$ cat src/rtl/core/dict_enc_pkg.sv
// ----------------------------------------------------------------------------
// dict_enc_pkg
// Shared types and codes for the dictionary encoder core: function codes,
// result status codes, controller states and the command and status
// bundles between the controller and the datapath.
// ----------------------------------------------------------------------------
package dict_enc_pkg;

   // Function carried by each request beat.
   typedef enum logic [1:0] {
      FUNC_ENCODE = 2'd0,
      FUNC_FIND   = 2'd1,
      FUNC_DECODE = 2'd2,
      FUNC_CLEAR  = 2'd3
   } func_type;

   // Status reported with each response beat.
   typedef enum logic [2:0] {
      STAT_EXISTING  = 3'd0,
      STAT_ADDED     = 3'd1,
      STAT_NOT_FOUND = 3'd2,
      STAT_FULL      = 3'd3,
      STAT_BAD_CODE  = 3'd4
   } status_type;

   // Controller states.
   typedef enum logic [1:0] {
      ST_IDLE,
      ST_SCAN,
      ST_DEC_RD,
      ST_FINAL
   } state_type;

   // Commands from the controller to the datapath.
   typedef struct packed {
      logic load;     // capture the request beat and reset the scan
      logic scan;     // advance the key scan by one entry
      logic dec_rd;   // read the entry addressed by the decode code
      logic finish;   // produce the response and update the dictionary
   } ctl_cmd_type;

   // Status from the datapath to the controller.
   typedef struct packed {
      logic scan_done;  // the scan has hit or has run past the last entry
      logic out_free;   // the response register can take a new beat
   } dp_sts_type;

endpackage

$ cat src/rtl/core/dict_enc_ctrl.sv
// ----------------------------------------------------------------------------
// dict_enc_ctrl
// Controller state machine of the dictionary encoder. It takes a request
// beat when idle, steers the datapath through a key scan or a decode read,
// and lets the result go out once the response register is free.
// ----------------------------------------------------------------------------
module dict_enc_ctrl (
   input  logic                      clock,
   input  logic                      reset,
   input  logic                      req_valid,
   input  logic [1:0]                req_func,
   output logic                      req_stall,
   input  dict_enc_pkg::dp_sts_type  sts,
   output dict_enc_pkg::ctl_cmd_type cmd
);
   import dict_enc_pkg::*;

   state_type state_ff;
   state_type state_in;
   func_type  func_sel;

   assign func_sel = func_type'(req_func);

   // State register.
   always_ff @(posedge clock) begin
      if (reset) begin
         state_ff <= ST_IDLE;
      end else begin
         state_ff <= state_in;
      end
   end

   // Next state and datapath commands.
   always_comb begin
      state_in   = state_ff;
      cmd        = '0;
      req_stall  = 1'b1;
      unique case (state_ff)
         ST_IDLE: begin
            req_stall = 1'b0;
            if (req_valid) begin
               cmd.load = 1'b1;
               unique case (func_sel) inside
                  FUNC_ENCODE, FUNC_FIND: state_in = ST_SCAN;
                  FUNC_DECODE:            state_in = ST_DEC_RD;
                  default:                state_in = ST_FINAL;
               endcase
            end
         end
         ST_SCAN: begin
            cmd.scan = !sts.scan_done;
            if (sts.scan_done && sts.out_free) begin
               cmd.finish = 1'b1;
               state_in   = ST_IDLE;
            end
         end
         ST_DEC_RD: begin
            cmd.dec_rd = 1'b1;
            state_in   = ST_FINAL;
         end
         ST_FINAL: begin
            if (sts.out_free) begin
               cmd.finish = 1'b1;
               state_in   = ST_IDLE;
            end
         end
         default: begin
            state_in = ST_IDLE;
         end
      endcase
   end

endmodule

$ cat config.mk
export PLATFORM = sky130hd
export DESIGN_NAME = dict_enc_ctrl
export DESIGN_NICKNAME = d
export VERILOG_FILES = /design/src/rtl/core/dict_enc_pkg.sv /design/src/rtl/core/dict_enc_ctrl.sv
export SDC_FILE = /design/constraint.sdc
export NUM_CORES = 1
export LEC_CHECK = 0
export BUFFER_PORTS_ARGS = -buffer_cell sky130_fd_sc_hd__buf_4
export CORE_AREA = 3 3 40 42
export CTS_BUF_LIST = sky130_fd_sc_hd__clkbuf_8
export DETAILED_ROUTE_END_ITERATION = 8
export DIE_AREA = 0 0 43 45
export GPL_TIMING_DRIVEN = 0
export MAX_ROUTING_LAYER = met4
export SLEW_MARGIN = 0
export SYNTH_ARGS = -nofsm -noshare
export SYNTH_HDL_FRONTEND = slang
export SYNTH_SLANG_ARGS = --single-unit
$ cat constraint.sdc
create_clock -name clock -period 1.9 [get_ports clock]
set_input_delay 0.38 -clock clock [delete_from_list [all_inputs] [get_ports clock]]
set_output_delay 0.38 -clock clock [all_outputs]
set_load 0.01 [all_outputs]
==> impl_metrics.ini <==
[worst_setup_path]
crit_fanout = 8
worstPathRequired_ps = 1520
start_kind = flip-flop
path_class = reg -> out
r2r_slack_ps = 1070
reg2reg_from = state_ff[0]
cp.arrival_ps = 1030
end_kind = output pin
worstReg2RegEnd = state_ff[0]
r2r_cells = 2

[routing]
wire_per_inst_um = 8.80
routed_wl_um = 387
ant_nets = 0
drc = 0
drt_iter0_drc = 0
vias = 157
dr.pass1.iters = 1
vias_per_cell = 3.57

[clocking]
cts-root-buf = clkbuf_8
path_clk_slew_ps = 30
ctsHoldBuffers = 0
clock_sinks = 2
clock_path_buffers = 2
cts_tree = yes
cts_resized = 0
htree_num_levels = 1
numCtsBuffers = 3
cts_setup_buffers = 0
clock_latency_ps = 210

[power]
leakagePower_nw = 0.148
p_per_area_nw_per_um2 = 981
peakVddDrop_mv = 0.190

[grt]
antenna_found_initial = 0
grt_pass1_wl_um = 655
grt_max_degree = 9
grt-ovfl-total = 0
grt_pass1_vias = 172
track_usage_pct = 5.31

[finish]
layout-drive-gt1-share_pct = 58.6
finalNetCount = 38
final_common_cell = buf_4
largest_reg_flops = 2
stdcell_area_sq_um = 292
top_regs = state_ff (2)
largest-register = state_ff
antenna_cells = 0
layout_common_cells = buf_4, clkbuf_8, dfxtp_1
area_delta_synth_final_pct = 95.8
fillerInstances = 153
final_util_pct = 22.7
fin_cells = 44

[sta]
maxSlewHeadroom_pct = 86.3
hold_violations = 0
finalCritPeriodShare_pct = 74.1
fmax_ghz = 0.711
fin_crit_ps = 1410
skew_ps = 1.66
tightest_slew_ps = 205
setup_violations = 0
setup-tns-final_ps = 0
rsz0062_at_grt = false
slew_violations = 0

[yosys]
netlist_instances = 15
synth_area_leaders = dfxtp_1, o32ai_2, nand2b_4
yosysWarnings = 0
mappedNetlistArea_sq_um = 149
synth_seq_cells = 2
yosys.area.top_type = dfxtp_1
synthesis.nets = 22
ys_seq_area_share_pct = 26.9
yosysTopAreaCellShare_pct = 26.9
syn_area_per_cell_sq_um = 9.93
synth_cell_type_count = 14

[die]
dieArea_sq_um = 1940
die_y_um = 45
die_x_um = 43
core_area_sq_um = 1280
placementRows = 13
floorplan.initialDensity_pct = 11.6
io_pins = 12

[placement]
dp_cells = 41
dp.final_hpwl_um = 307
io_buffer_count = 11
gp_congestion = 0.595
dpl_cell_area_sq_um = 250

[min_path]
hold_path_class = in -> reg
hp-start = reset
holdPathStages = 2
hold_end = state_ff[1]

[outcome]
status = finished clean

[flow_run]
max_cap_violations = 0
## layer usage
| layer | vias to the layer above | GRT usage (%) | routed length (um) |
|---|---|---|---|
| li1 | 82 | - | - |
| met1 | 69 | 4.56 | 146 |
| met2 | 6 | 7.49 | 205 |
| met3 | 0 | 2.39 | 36 |
| met4 | 0 | 7.23 | 0 |
| met5 | - | - | 0 |
## cell usage after synthesis
cell / count
nor2b_1: 1
o211a_1: 1
o32ai_2: 1
nor3b_1: 1
nand2b_4: 1
dfxtp_1: 2
nor2_1: 1
inv_1: 1
nand3b_1: 1
a21oi_2: 1
or2_1: 1
a21bo_1: 1
o21bai_1: 1
and2b_1: 1
## cells by family after synthesis
logic type	after synthesis	share of synthesized area [%]
compound gates	5	35.3
buf+inv	1	2.52
simple gates	7	35.3
flops	2	26.9
## power by group
group | switching, mW | total, mW | internal, mW
clock | 0.0312 | 0.165 | 0.134
combinational | 0.0241 | 0.0655 | 0.0414
sequential | 0.00774 | 0.0554 | 0.0477
## through the flow
step           worst slack (ps)  power [mW]  hold WS [ps]
2_1_floorplan               729      0.0888           442
3_3_place_gp                640       0.123           566
3_5_place_dp                640       0.123           565
4_1_cts                     479       0.293           349
5_1_grt                     421       0.302           360
6_report                    493       0.286           351
## worst max-delay path by stage
| stage | from | end | depth (start not counted) |
|---|---|---|---|
| 4_1_cts | state_ff[0] | cmd[3] | 3 |
| 2_1_floorplan | state_ff[0] | cmd[3] | 2 |
| 3_5_place_dp | sts[1] | cmd[0] | 3 |
| 5_1_grt | state_ff[0] | cmd[3] | 3 |
| 3_3_place_gp | sts[1] | cmd[0] | 3 |
| 6_report | state_ff[0] | cmd[3] | 3 |
## critical path, cell delays in order, from the launching register on
cell     delay, ps
dfxtp_1        350
or2_1          260
nor2_1          90
buf_4          120
## area by class of cell
type	count	area (sq um)	area share [%]
clock buffer	3	41.3	14.2
inverter	1	3.75	1.29
multi-input combinational	12	105	36.1
sequential	2	40.0	13.7
tap	15	18.8	6.44
timing repair buffer	11	82.6	28.3
Note: power is estimated with default switching activity, not from simulation.
